`config.mk`:
```
export PLATFORM = sky130hd
export DESIGN_NAME = disk_block_allocator
export DESIGN_NICKNAME = d
export VERILOG_FILES = /design/src/rtl/core/dba_pkg.sv /design/src/rtl/core/dba_ram.sv /design/src/rtl/core/disk_block_allocator.sv
export SDC_FILE = /design/constraint.sdc
export NUM_CORES = 1
export LEC_CHECK = 0
export ABC_AREA = 1
export BUFFER_PORTS_ARGS = -buffer_cell sky130_fd_sc_hd__clkbuf_2
export CORE_MARGIN = 10
export CORE_UTILIZATION = 55
export CTS_CLUSTER_SIZE = 16
export DETAILED_ROUTE_END_ITERATION = 8
export PLACE_DENSITY = 0.76
export SLEW_MARGIN = 15
export SYNTH_ARGS = -nofsm -noshare
export SYNTH_HDL_FRONTEND = slang
export SYNTH_SLANG_ARGS = --single-unit
```
`constraint.sdc`:
```
create_clock -name clk_i -period 9.3 [get_ports clk_i]
set_input_delay 0.93 -clock clk_i [delete_from_list [all_inputs] [get_ports clk_i]]
set_output_delay 0.93 -clock clk_i [all_outputs]
set_load 0.005 [all_outputs]
```
`src/rtl/core/dba_pkg.sv`:
```
// dba_pkg: shared constants for the disk block allocator
// field widths, command and status codes, parameter defaults; no dependencies
package dba_pkg;

  // parameter defaults
  localparam int unsigned NUM_BLOCKS_DEF  = 64;
  localparam int unsigned BLOCK_BYTES_DEF = 512;
  localparam int unsigned ID_WIDTH_DEF    = 8;

  // fixed field widths
  localparam int unsigned CMD_W     = 1;
  localparam int unsigned FILE_ID_W = 8;
  localparam int unsigned SIZE_W    = 20;
  localparam int unsigned STATUS_W  = 2;
  localparam int unsigned COUNT_W   = 7;

  // active block count after reset
  localparam logic [COUNT_W-1:0] ACTIVE_RESET = 7'd64;

  // commands
  localparam logic [CMD_W-1:0] CMD_INSERT = 1'b0;
  localparam logic [CMD_W-1:0] CMD_REMOVE = 1'b1;

  // result status codes
  localparam logic [STATUS_W-1:0] ST_STORED   = 2'd0;
  localparam logic [STATUS_W-1:0] ST_NOSPACE  = 2'd1;
  localparam logic [STATUS_W-1:0] ST_REMOVED  = 2'd2;
  localparam logic [STATUS_W-1:0] ST_NOTFOUND = 2'd3;

endpackage

```
`src/rtl/core/dba_ram.sv`:
```
// dba_ram: generic simple dual-port ram, one write and one registered read port
// no dependencies
module dba_ram #(
  parameter int unsigned WIDTH = 9,
  parameter int unsigned DEPTH = 64
) (
  input  logic                     clk_i,
  input  logic                     we_i,
  input  logic [$clog2(DEPTH)-1:0] waddr_i,
  input  logic [WIDTH-1:0]         wdata_i,
  input  logic                     re_i,
  input  logic [$clog2(DEPTH)-1:0] raddr_i,
  output logic [WIDTH-1:0]         rdata_o
);

  logic [WIDTH-1:0] mem_q [DEPTH];
  logic [WIDTH-1:0] rdata_q;

  always_ff @(posedge clk_i) begin
    if (we_i) begin
      mem_q[waddr_i] <= wdata_i;
    end
    if (re_i) begin
      rdata_q <= mem_q[raddr_i];
    end
  end

  assign rdata_o = rdata_q;

endmodule

```
`src/rtl/core/disk_block_allocator.sv`:
```
// disk_block_allocator: first-fit block allocation bitmap with owner ids
// depends on dba_pkg and dba_ram
//
// usage:
// - input channel (in_valid_i / in_ready_o) carries one transaction: cmd_i
//   (insert or remove), file_id_i and size_bytes_i (insert only)
// - output channel (out_valid_o / out_ready_i) returns one transaction per
//   input: status_o, blocks_changed_o, free_count_o
// - config channel (cfg_valid_i / cfg_ready_o, cfg_data_i) sets the number of
//   active blocks; always ready, write only while no transaction is in flight
// - per block the used bit and owner id live in one ram word; every transaction
//   walks the active range through the ram's single read port, one entry a
//   cycle, and writes changed entries back through the write port
// - insert: a counting pass, then (if there is room) an allocation pass; with
//   no space the result follows the counting pass alone
// - remove: one pass freeing matching blocks
// - one transaction at a time, the next accepted the cycle after the result is
//   loaded; a stalled result waits in the output register while the next one
//   runs and holds in its final state until the output register frees
// - reset: used bits are cleared by a pass over all NUM_BLOCKS ram words,
//   during which no input transaction is accepted; the
//   active count resets to 64
module disk_block_allocator #(
  parameter int unsigned NUM_BLOCKS  = dba_pkg::NUM_BLOCKS_DEF,
  parameter int unsigned BLOCK_BYTES = dba_pkg::BLOCK_BYTES_DEF,
  parameter int unsigned ID_WIDTH    = dba_pkg::ID_WIDTH_DEF
) (
  input  logic                           clk_i,
  input  logic                           rst_ni,
  // input transactions
  input  logic                           in_valid_i,
  output logic                           in_ready_o,
  input  logic [dba_pkg::CMD_W-1:0]      cmd_i,
  input  logic [dba_pkg::FILE_ID_W-1:0]  file_id_i,
  input  logic [dba_pkg::SIZE_W-1:0]     size_bytes_i,
  // result transactions
  output logic                           out_valid_o,
  input  logic                           out_ready_i,
  output logic [dba_pkg::STATUS_W-1:0]   status_o,
  output logic [dba_pkg::COUNT_W-1:0]    blocks_changed_o,
  output logic [dba_pkg::COUNT_W-1:0]    free_count_o,
  // configuration write
  input  logic                           cfg_valid_i,
  output logic                           cfg_ready_o,
  input  logic [dba_pkg::COUNT_W-1:0]    cfg_data_i
);

  // ram index and block count widths
  localparam int unsigned IDX_W   = $clog2(NUM_BLOCKS);
  localparam int unsigned CNT_W   = $clog2(NUM_BLOCKS + 1);
  localparam int unsigned CMP_W   = (CNT_W > dba_pkg::COUNT_W) ? CNT_W : dba_pkg::COUNT_W;
  // byte totals: up to NUM_BLOCKS * BLOCK_BYTES, compared against a size
  localparam int unsigned BYTES_W = CNT_W + $clog2(BLOCK_BYTES + 1);
  localparam int unsigned ACC_W   = (BYTES_W > dba_pkg::SIZE_W) ? BYTES_W : dba_pkg::SIZE_W;
  localparam int unsigned EXT_W   = CNT_W + dba_pkg::COUNT_W;
  localparam int unsigned IDX_EXT = ID_WIDTH + dba_pkg::FILE_ID_W;
  localparam int unsigned WORD_W  = ID_WIDTH + 1;

  localparam logic [ACC_W-1:0] BlkBytes = ACC_W'(BLOCK_BYTES);
  localparam logic [CNT_W-1:0] LastIdx  = CNT_W'(NUM_BLOCKS - 1);
  localparam logic [CMP_W-1:0] NumBlk   = CMP_W'(NUM_BLOCKS);

  typedef enum logic [4:0] {
    ST_CLEAR  = 5'b00001,
    ST_IDLE   = 5'b00010,
    ST_COUNT  = 5'b00100,
    ST_APPLY  = 5'b01000,
    ST_FINISH = 5'b10000
  } state_e;

  state_e state_q, state_d;

  // configuration
  logic [dba_pkg::COUNT_W-1:0] active_q;

  // current transaction
  logic [dba_pkg::CMD_W-1:0]   cmd_q;
  logic [ID_WIDTH-1:0]         id_q;
  logic [dba_pkg::SIZE_W-1:0]  size_q;
  logic [CNT_W-1:0]            lim_q;

  // scan pointer, read pipeline, counters
  logic [CNT_W-1:0]  ra_q, ra_d;
  logic              rvalid_q, rvalid_d;
  logic [IDX_W-1:0]  ridx_q;
  logic [ACC_W-1:0]  bytes_q, bytes_d;
  logic [CNT_W-1:0]  free_q, free_d;
  logic [CNT_W-1:0]  chg_q, chg_d;

  // output register
  logic                           out_valid_q;
  logic [dba_pkg::STATUS_W-1:0]   status_q;
  logic [dba_pkg::COUNT_W-1:0]    changed_q;
  logic [dba_pkg::COUNT_W-1:0]    free_out_q;

  // ram ports
  logic              mem_we;
  logic [IDX_W-1:0]  mem_waddr;
  logic [WORD_W-1:0] mem_wdata;
  logic              rd_en;
  logic [WORD_W-1:0] mem_rdata;
  logic              rd_used;
  logic [ID_WIDTH-1:0] rd_owner;

  // derived values
  logic [CMP_W-1:0]   active_ext;
  logic [CNT_W-1:0]   lim;
  logic [IDX_EXT-1:0] id_ext;
  logic [ACC_W-1:0]   size_ext;
  logic               in_accept;
  logic               load_out;
  logic               pass_done;
  logic [CNT_W-1:0]   free_after;
  logic [EXT_W-1:0]   free_after_ext;
  logic [EXT_W-1:0]   chg_ext;
  logic [dba_pkg::STATUS_W-1:0] status_n;

  // active range, saturated to the ram depth
  assign active_ext = CMP_W'(active_q);
  assign lim        = (active_ext > NumBlk) ? CNT_W'(NUM_BLOCKS) : CNT_W'(active_ext);

  // file id reduced or widened to ID_WIDTH bits
  assign id_ext   = IDX_EXT'(file_id_i);
  assign size_ext = ACC_W'(size_q);

  assign in_ready_o  = (state_q == ST_IDLE);
  assign in_accept   = in_valid_i && in_ready_o;
  assign cfg_ready_o = 1'b1;

  assign rd_used  = mem_rdata[ID_WIDTH];
  assign rd_owner = mem_rdata[ID_WIDTH-1:0];

  // one read a cycle while the pointer is inside the active range
  assign rd_en     = ((state_q == ST_COUNT) || (state_q == ST_APPLY)) && (ra_q < lim_q);
  assign pass_done = !rd_en && !rvalid_q;

  // result fields
  assign free_after = (cmd_q == dba_pkg::CMD_INSERT) ? (free_q - chg_q) : (free_q + chg_q);
  assign free_after_ext = EXT_W'(free_after);
  assign chg_ext        = EXT_W'(chg_q);

  always_comb begin
    if (cmd_q == dba_pkg::CMD_INSERT) begin
      status_n = (chg_q == '0) ? dba_pkg::ST_NOSPACE : dba_pkg::ST_STORED;
    end else begin
      status_n = (chg_q == '0) ? dba_pkg::ST_NOTFOUND : dba_pkg::ST_REMOVED;
    end
  end

  // sequencer: clear pass, count pass, read-modify-write pass
  always_comb begin
    state_d   = state_q;
    ra_d      = ra_q;
    rvalid_d  = rd_en;
    bytes_d   = bytes_q;
    free_d    = free_q;
    chg_d     = chg_q;
    load_out  = 1'b0;
    mem_we    = 1'b0;
    mem_waddr = ridx_q;
    mem_wdata = '0;

    if (rd_en) begin
      ra_d = ra_q + CNT_W'(1);
    end

    unique case (state_q)
      ST_CLEAR: begin
        mem_we    = 1'b1;
        mem_waddr = ra_q[IDX_W-1:0];
        mem_wdata = '0;
        ra_d      = ra_q + CNT_W'(1);
        if (ra_q == LastIdx) begin
          ra_d    = '0;
          state_d = ST_IDLE;
        end
      end

      ST_IDLE: begin
        if (in_accept) begin
          ra_d    = '0;
          bytes_d = '0;
          free_d  = '0;
          chg_d   = '0;
          state_d = (cmd_i == dba_pkg::CMD_INSERT) ? ST_COUNT : ST_APPLY;
        end
      end

      ST_COUNT: begin
        // count free blocks and the bytes they hold
        if (rvalid_q && !rd_used) begin
          free_d  = free_q + CNT_W'(1);
          bytes_d = bytes_q + BlkBytes;
        end
        if (pass_done) begin
          ra_d    = '0;
          bytes_d = '0;
          // enough room when free * BLOCK_BYTES > size
          state_d = (bytes_q > size_ext) ? ST_APPLY : ST_FINISH;
        end
      end

      ST_APPLY: begin
        if (rvalid_q) begin
          if (cmd_q == dba_pkg::CMD_INSERT) begin
            // allocate while chg * BLOCK_BYTES <= size
            if (!rd_used && (bytes_q <= size_ext)) begin
              mem_we    = 1'b1;
              mem_wdata = {1'b1, id_q};
              chg_d     = chg_q + CNT_W'(1);
              bytes_d   = bytes_q + BlkBytes;
            end
          end else begin
            if (rd_used && (rd_owner == id_q)) begin
              mem_we    = 1'b1;
              mem_wdata = {1'b0, rd_owner};
              chg_d     = chg_q + CNT_W'(1);
            end
            if (!rd_used) begin
              free_d = free_q + CNT_W'(1);
            end
          end
        end
        if (pass_done) begin
          state_d = ST_FINISH;
        end
      end

      ST_FINISH: begin
        if (!out_valid_q || out_ready_i) begin
          load_out = 1'b1;
          state_d  = ST_IDLE;
        end
      end

      default: begin
        state_d = ST_IDLE;
      end
    endcase
  end

  always_ff @(posedge clk_i or negedge rst_ni) begin
    if (!rst_ni) begin
      state_q     <= ST_CLEAR;
      active_q    <= dba_pkg::ACTIVE_RESET;
      ra_q        <= '0;
      rvalid_q    <= 1'b0;
      out_valid_q <= 1'b0;
    end else begin
      state_q  <= state_d;
      ra_q     <= ra_d;
      rvalid_q <= rvalid_d;
      if (cfg_valid_i) begin
        active_q <= cfg_data_i;
      end
      if (load_out) begin
        out_valid_q <= 1'b1;
      end else if (out_ready_i) begin
        out_valid_q <= 1'b0;
      end
    end
  end

  // datapath registers, no reset needed
  always_ff @(posedge clk_i) begin
    ridx_q  <= ra_q[IDX_W-1:0];
    bytes_q <= bytes_d;
    free_q  <= free_d;
    chg_q   <= chg_d;
    if (in_accept) begin
      cmd_q  <= cmd_i;
      id_q   <= id_ext[ID_WIDTH-1:0];
      size_q <= size_bytes_i;
      lim_q  <= lim;
    end
    if (load_out) begin
      status_q   <= status_n;
      changed_q  <= chg_ext[dba_pkg::COUNT_W-1:0];
      free_out_q <= free_after_ext[dba_pkg::COUNT_W-1:0];
    end
  end

  // used bit and owner id, one word per block
  dba_ram #(
    .WIDTH (WORD_W),
    .DEPTH (NUM_BLOCKS)
  ) u_block_ram (
    .clk_i   (clk_i),
    .we_i    (mem_we),
    .waddr_i (mem_waddr),
    .wdata_i (mem_wdata),
    .re_i    (rd_en),
    .raddr_i (ra_q[IDX_W-1:0]),
    .rdata_o (mem_rdata)
  );

  assign out_valid_o      = out_valid_q;
  assign status_o         = status_q;
  assign blocks_changed_o = changed_q;
  assign free_count_o     = free_out_q;

endmodule
```
==> summary.md, run 1 <==
| Metric | Value |
|---|---|
| RSZ-0062 raised after global routing | no |
| GP Congestion | 0.870 |
| DR pass1 iterations | 6 |
| Count of final setup violators | 0 |
| Worst-Margin Slew | 1240 ps |
| Top-count cell post-synth | nand2_1 |
| Crit share post-route | 46.4% |
| VDD IR max | 0.174 mV |
| FMAX | 232 MHz |
| Initial DRC count | 2197 |
| Placement Rows | 84 |
| Clock share of power | 31.7% |
| Synth warnings | 0 |
| Mapped cell area | 29600 um2 |
| Leak | 12.4 nW |
| IO buf count | 58 |
| Critical Path AT | 4570 ps |
| TritonCTS clock tree | yes |
| Number of synthesized flops with an enable pin | 662 |
| Placed Instances | 3358 |
| Full die area | 63500 um2 |
| Tot GR Track Use | 21.8% |
| Total power | 8.91 mW |
| Synth Flop Type | edfxtp_1 |
| First-pass GRT wire length | 109 mm |
| P&R area growth vs syn | 10.5% |
| Post-synth top area share | 67.1% |
| Post-Syn Area per Cell | 10.9 um2 |
| Reg power frac | 42.4% |
| H-tree levels | 3 |
| Internal power | 5.92 mW |
| Post-synthesis register bit count | 689 |
| Vias in the first global route | 19900 |
| Clock Skew | 26.1 ps |
| Die height | 252 um |
| Post-route setup TNS | 0 ps |
| Crit end category | flip-flop |
| Share of layout cells above drive strength 1 | 8.77% |
| Combinational share of power | 25.9% |
| CP required | 9560 ps |
| Synth area leader | edfxtp_1 |
| Max cap viols | 0 |
| Core Footprint | 53000 um2 |
| Clock Sink Count | 689 |
| Ys async rst share | 3.05% |
| Worst-Skew Late Latency | 620 ps |
| Switch share | 33.6% |
| Non-Filler Instances | 3482 |
| Initial antenna violation count | 0 |
| Gr ovfl total | 0 |
| Final Max Tran Viols | 0 |
| I/O Pins | 60 |
| Largest net degree at the start of global routing | 104 |
| Root Buffer | clkbuf_16 |
| Ant. Diodes | 0 |
| WS Path Type | reg -> reg |
| Fin. Hold Viols | 0 |
| Synth Instances | 2728 |
| Wire length per cell | 19.9 um |
| Initial Utilization | 55.9% |
| Status | complete, no violations |
| DRC | 0 |
| Syn nets | 2798 |
| Post-DRT Antenna Nets | 0 |
| Hold-fix buffers, CTS | 0 |
| CTS max path bufs | 3 |
| Post-cts repair resize count | 0 |
| WL final | 69.4 mm |
| Sequential area share after synthesis | 69.3% |
| Cell variety after synth | 43 |
| Setup Fix Bufs, Post-CTS | 0 |
| Crit Path Max Fanout | 83 |
| HP Class | in -> async |
| Post-synth top cells | 921 x nand2_1, 662 x edfxtp_1, 515 x nand3_1 |
| Max-slew headroom | 16.6% |
| Crit path launch type | flip-flop |
| DIE WIDTH | 252 um |
| Area contributors post-synth | edfxtp_1 67%, nand2_1 12%, nand3_1 8.7% |
| PD cells | 272 nW/um2 |
| Detailed-route via count | 20000 |
| Setup slack on the worst flop-to-flop path | 4980 ps |
| Period minus WS final | 4320 ps |
| Clock slew at reported path FFs | 60 ps |
| Final Net Count | 2811 |
| Drt via density | 5.76 |
| CTS Buf Count | 69 |
| Dpl hpwl | 40.1 mm |
| Net Sw Power | 2.99 mW |
-- per-layer routing --
metal  share of wire, %  wire length (um)  track usage (%)
met3                9.5              6560             4.06
met1                 39             27200             28.0
met2                 48             33500             36.1
met5                  0                 0                0
met4                2.9              2020             8.64
-- worst max-delay path, cell delays in order (launching register included) --
cell     delay [ps]
dfrtp_4         860
buf_4           770
buf_4           710
o21ai_2         240
inv_2           130
nand2_1         440
nor2_1          230
nand2_1          80
inv_1           370
-- state kept, by name, summed over array words and instances, names as in the netlist, 7 cells and up --
signal and cells:
chg_q 7, size_ext 20, free_q 7, ra_q 7, lim_q 7, blocks_changed_o 7
bytes_q 11, active_ext 7, u_block_ram.rdata_o 9, free_count_o 7, u_block_ram.mem_q 576, id_q 8
-- kinds of logic (layout without fill, tap and decap cells) --
kind of cell	Yosys count	after routing	share of synthesized area [%]
AOI/OAI and AO/OA	60	60	1.17
and+or+nand+nor	1614	1614	23.2
muxes	1	1	0.0380
buffers and inverters	312	378	4.33
adders and majority gates	29	29	1.25
xor gates and xnor gates	22	22	0.651
other	1	1	0.0127
DFF	689	689	69.3
-- stage by stage --
step | util, % | setup slack [ps] | instance area (um2) | hold WS [ps]
floorplan | - | 5530 | 29600 | 403
global placement | 57.4 | 5060 | 30400 | 463
detailed placement | 57.4 | 4890 | 30400 | 476
CTS | 61.7 | 4870 | 32700 | 310
global route | 61.7 | 4750 | 32700 | 352
finish | 61.7 | 4980 | 32700 | 318
-- area by class of cell --
type	count	area, um2
tap	688	861
fill	4027	20300
timing repair buffer	79	448
clock inverter	45	468
multi-input combinational	1727	7910
inverter	175	671
clock buffer	79	1810
sequential	689	20500
-- path summary, 6_finish.rpt --
path                                             start                            endpoint  cells after the start
worst max-delay path                 ra_q[0]$_DFF_PN0_  u_block_ram.mem_q[51][7]$_DFFE_PP_                      8
worst min-delay path                            rst_ni                   ra_q[0]$_DFF_PN0_                      1
worst max register to register       ra_q[0]$_DFF_PN0_  u_block_ram.mem_q[51][7]$_DFFE_PP_                      8
worst min register to register  chg_q[5]$_SDFFCE_PN0P_       blocks_changed_o[5]$_DFFE_PP_                      0
max in group asynchronous                       rst_ni                   ra_q[1]$_DFF_PN0_                      1
min in group clk_i                        file_id_i[0]                   id_q[0]$_DFFE_PP_                      1
-- cells in the final DEF, fill, tap and decap left out, types with 3 or more instances in the layout --
cell | synthesis | routed
buf_4 | 3 | 21
nor2_2 | 6 | 7
ha_1 | 28 | 28
clkbuf_16 | 0 | 71
dfrtp_1 | 19 | 16
nor3_1 | 9 | 9
nand2_1 | 921 | 920
inv_6 | 0 | 7
xnor2_1 | 5 | 5
nand4_1 | 9 | 9
nor3b_1 | 3 | 3
dfxtp_1 | 6 | 6
edfxtp_1 | 662 | 662
nand2_2 | 7 | 7
o21ai_0 | 22 | 22
clkinv_2 | 0 | 13
nand3_2 | 3 | 3
o21ai_2 | 7 | 7
xor2_1 | 17 | 17
nor2_1 | 130 | 128
clkinv_1 | 2 | 16
clkbuf_1 | 63 | 8
o22ai_4 | 0 | 7
bufinv_16 | 0 | 9
inv_2 | 15 | 14
or2_2 | 3 | 3
inv_1 | 158 | 156
clkbuf_2 | 0 | 58
nand3_1 | 515 | 515
a21oi_1 | 18 | 18
-- power by group through the flow --
stage	clock network, mW	registers (mW)	logic (mW)
after floorplan	0	3.74	1.69
after global placement	0	3.83	2.17
after detailed placement	0	3.84	2.26
after CTS	2.85	3.77	2.28
after global routing	2.97	3.80	2.59
final	2.83	3.78	2.31
Note: power is estimated with default switching activity, not from simulation.
==> inputs of run 2 (changes only) <==
- clock period: 9.3 -> 4 ns (I/O delays scaled with it)
==> run 2 against run 1 <==
Via count up 2.9%. Sequential cell count stayed put. Register-to-register slack worse by 4300 ps. Sequential share of layout area down 1.0 points. Clock power is 130% higher. Largest power group unchanged. Design area is 1.6% higher. Critical endpoint is now u_block_ram.mem_q[38][7]$_DFFE_PP_. Largest cell class unchanged. Worst hold slack lost 290 ps. Total power up 130%. Global-route usage is 2.0 points higher. Clock skew increased by 3.9 ps. Count of clock-buffer cells in the layout is 9 higher. First-iteration DRC count grew 21%.
==> summary.md, run 2 (synthesis gave the netlist of run 1 again) <==
| Metric | Value |
|---|---|
| IO buf count | 58 |
| Most frequent cells in the layout | 920 x nand2_1, 662 x edfxtp_1, 515 x nand3_1 |
| Placement Rows | 84 |
| Post-route setup TNS | 0 ps |
| Footprint of the multi-input gates | 7910 um2 |
| Cell area after layout | 33200 um2 |
| RSZ-0062 raised after global routing | no |
| Layout fillers | 3905 |
| Crit end category | flip-flop |
| GP Congestion | 0.897 |
| PD cells | 627 nW/um2 |
| DR pass1 iterations | 7 |
| Worst-Margin Slew | 1080 ps |
| Final Max Tran Viols | 0 |
| CP required | 4270 ps |
| DIE WIDTH | 252 um |
| Wire length per cell | 21.5 um |
| CTS Buf Count | 69 |
| Crit path launch type | flip-flop |
| Dpl hpwl | 44.3 mm |
| Core Footprint | 53000 um2 |
| Initial antenna violation count | 0 |
| Status | complete, no violations |
| Post-DRT Antenna Nets | 0 |
| VDD IR max | 0.347 mV |
| Tot GR Track Use | 23.7% |
| Max-slew headroom | 27.8% |
| Hold-fix buffers, CTS | 33 |
| Post-Place Cell Area | 30600 um2 |
| Worst-Skew Late Latency | 610 ps |
| Detailed-route via count | 20600 |
| WL final | 75.6 mm |
| TritonCTS clock tree | yes |
| Max cap viols | 0 |
| Final core utilization | 62.8% |
| P&R area growth vs syn | 12.3% |
| Crit Path Max Fanout | 64 |
| Crit share post-route | 83.3% |
| Initial Utilization | 55.9% |
| Drt via density | 5.85 |
| Share of layout cells above drive strength 1 | 9.02% |
| Biggest register | u_block_ram.mem_q |
| First-pass GRT wire length | 116 mm |
| Vias in the first global route | 20300 |
| WS Path Type | reg -> reg |
| Clock slew at reported path FFs | 60 ps |
| Period minus WS final | 3330 ps |
| Gr ovfl total | 0 |
| DRC | 0 |
| Clock Skew | 30.1 ps |
| FMAX | 300 MHz |
| Final Net Count | 2856 |
| H-tree levels | 3 |
| Initial DRC count | 2654 |
| Leading cell type in the layout, fill and taps excluded | nand2_1 |
| Clock Sink Count | 689 |
| I/O Pins | 60 |
| Count of final setup violators | 0 |
| Root Buffer | clkbuf_16 |
| Post-cts repair resize count | 0 |
| Sequential cell area | 20500 um2 |
| Full die area | 63500 um2 |
| CTS max path bufs | 3 |
| Die height | 252 um |
| Ant. Diodes | 0 |
| Critical Path AT | 3610 ps |
| Largest net degree at the start of global routing | 110 |
| Leak | 12.6 nW |
| Setup Fix Bufs, Post-CTS | 0 |
| Fin. Hold Viols | 0 |
| HP Class | in -> reg |
| Max reg flops | 576 |
-- run 2: per-stage QoR --
step | hold slack [ps] | std cells | power [mW] | setup slack [ps]
floorplan | 104 | 2728 | 12.6 | 233
global placement | 400 | 3370 | 14.2 | 807
detailed placement | 408 | 3370 | 14.3 | 728
CTS | 3.69 | 3525 | 20.8 | 724
global route | 18.3 | 3525 | 21.8 | 404
finish | 31.3 | 3525 | 20.9 | 667
-- run 2: area by class of cell --
class	count	area share [%]
multi-input combinational	1727	23.8
inverter	175	2.01
timing repair buffer	124	2.99
clock buffer	88	5.79
sequential	689	61.8
tap	688	2.59
clock inverter	34	1.06
-- run 2: final timing paths --
| kind | from | endpoint | slack (ps) | cells after the start |
|---|---|---|---|---|
| min in group asynchronous | rst_ni | active_ext[1]$_DFFE_PN0P_ | 320 | 2 |
| setup reg to reg | state_q[2]$_DFFE_PN0P_ | u_block_ram.mem_q[38][7]$_DFFE_PP_ | 670 | 10 |
| hold reg to reg | chg_q[5]$_SDFFCE_PN0P_ | blocks_changed_o[5]$_DFFE_PP_ | 510 | 0 |
| hold / removal | file_id_i[0] | id_q[0]$_DFFE_PP_ | 30 | 1 |
| setup / recovery | state_q[2]$_DFFE_PN0P_ | u_block_ram.mem_q[38][7]$_DFFE_PP_ | 670 | 10 |
| max in group asynchronous | rst_ni | ra_q[1]$_DFF_PN0_ | 3230 | 2 |
-- run 2: report_power, final --
part / internal [mW] / switching (mW) / total (mW)
logic: 1.62 / 4.09 / 5.71
clock network: 3.80 / 2.67 / 6.47
registers: 8.36 / 0.324 / 8.68
-- run 2: worst max-delay path, cell delays in order, from the launching register on --
cell and delay (ps):
dfrtp_1 420, nor2_1 160, nand3_2 260, nor2_2 220, inv_2 70, nor3_4 130, nand2_2 270, nand3_4 180
buf_4 780, nand2_1 150, inv_1 320
-- run 2: routing by layer --
metal,GRT usage [%],share of wire (%)
met5,0,0
met4,11.4,4.1
met3,3.87,9.4
met2,39.0,48
met1,30.4,38
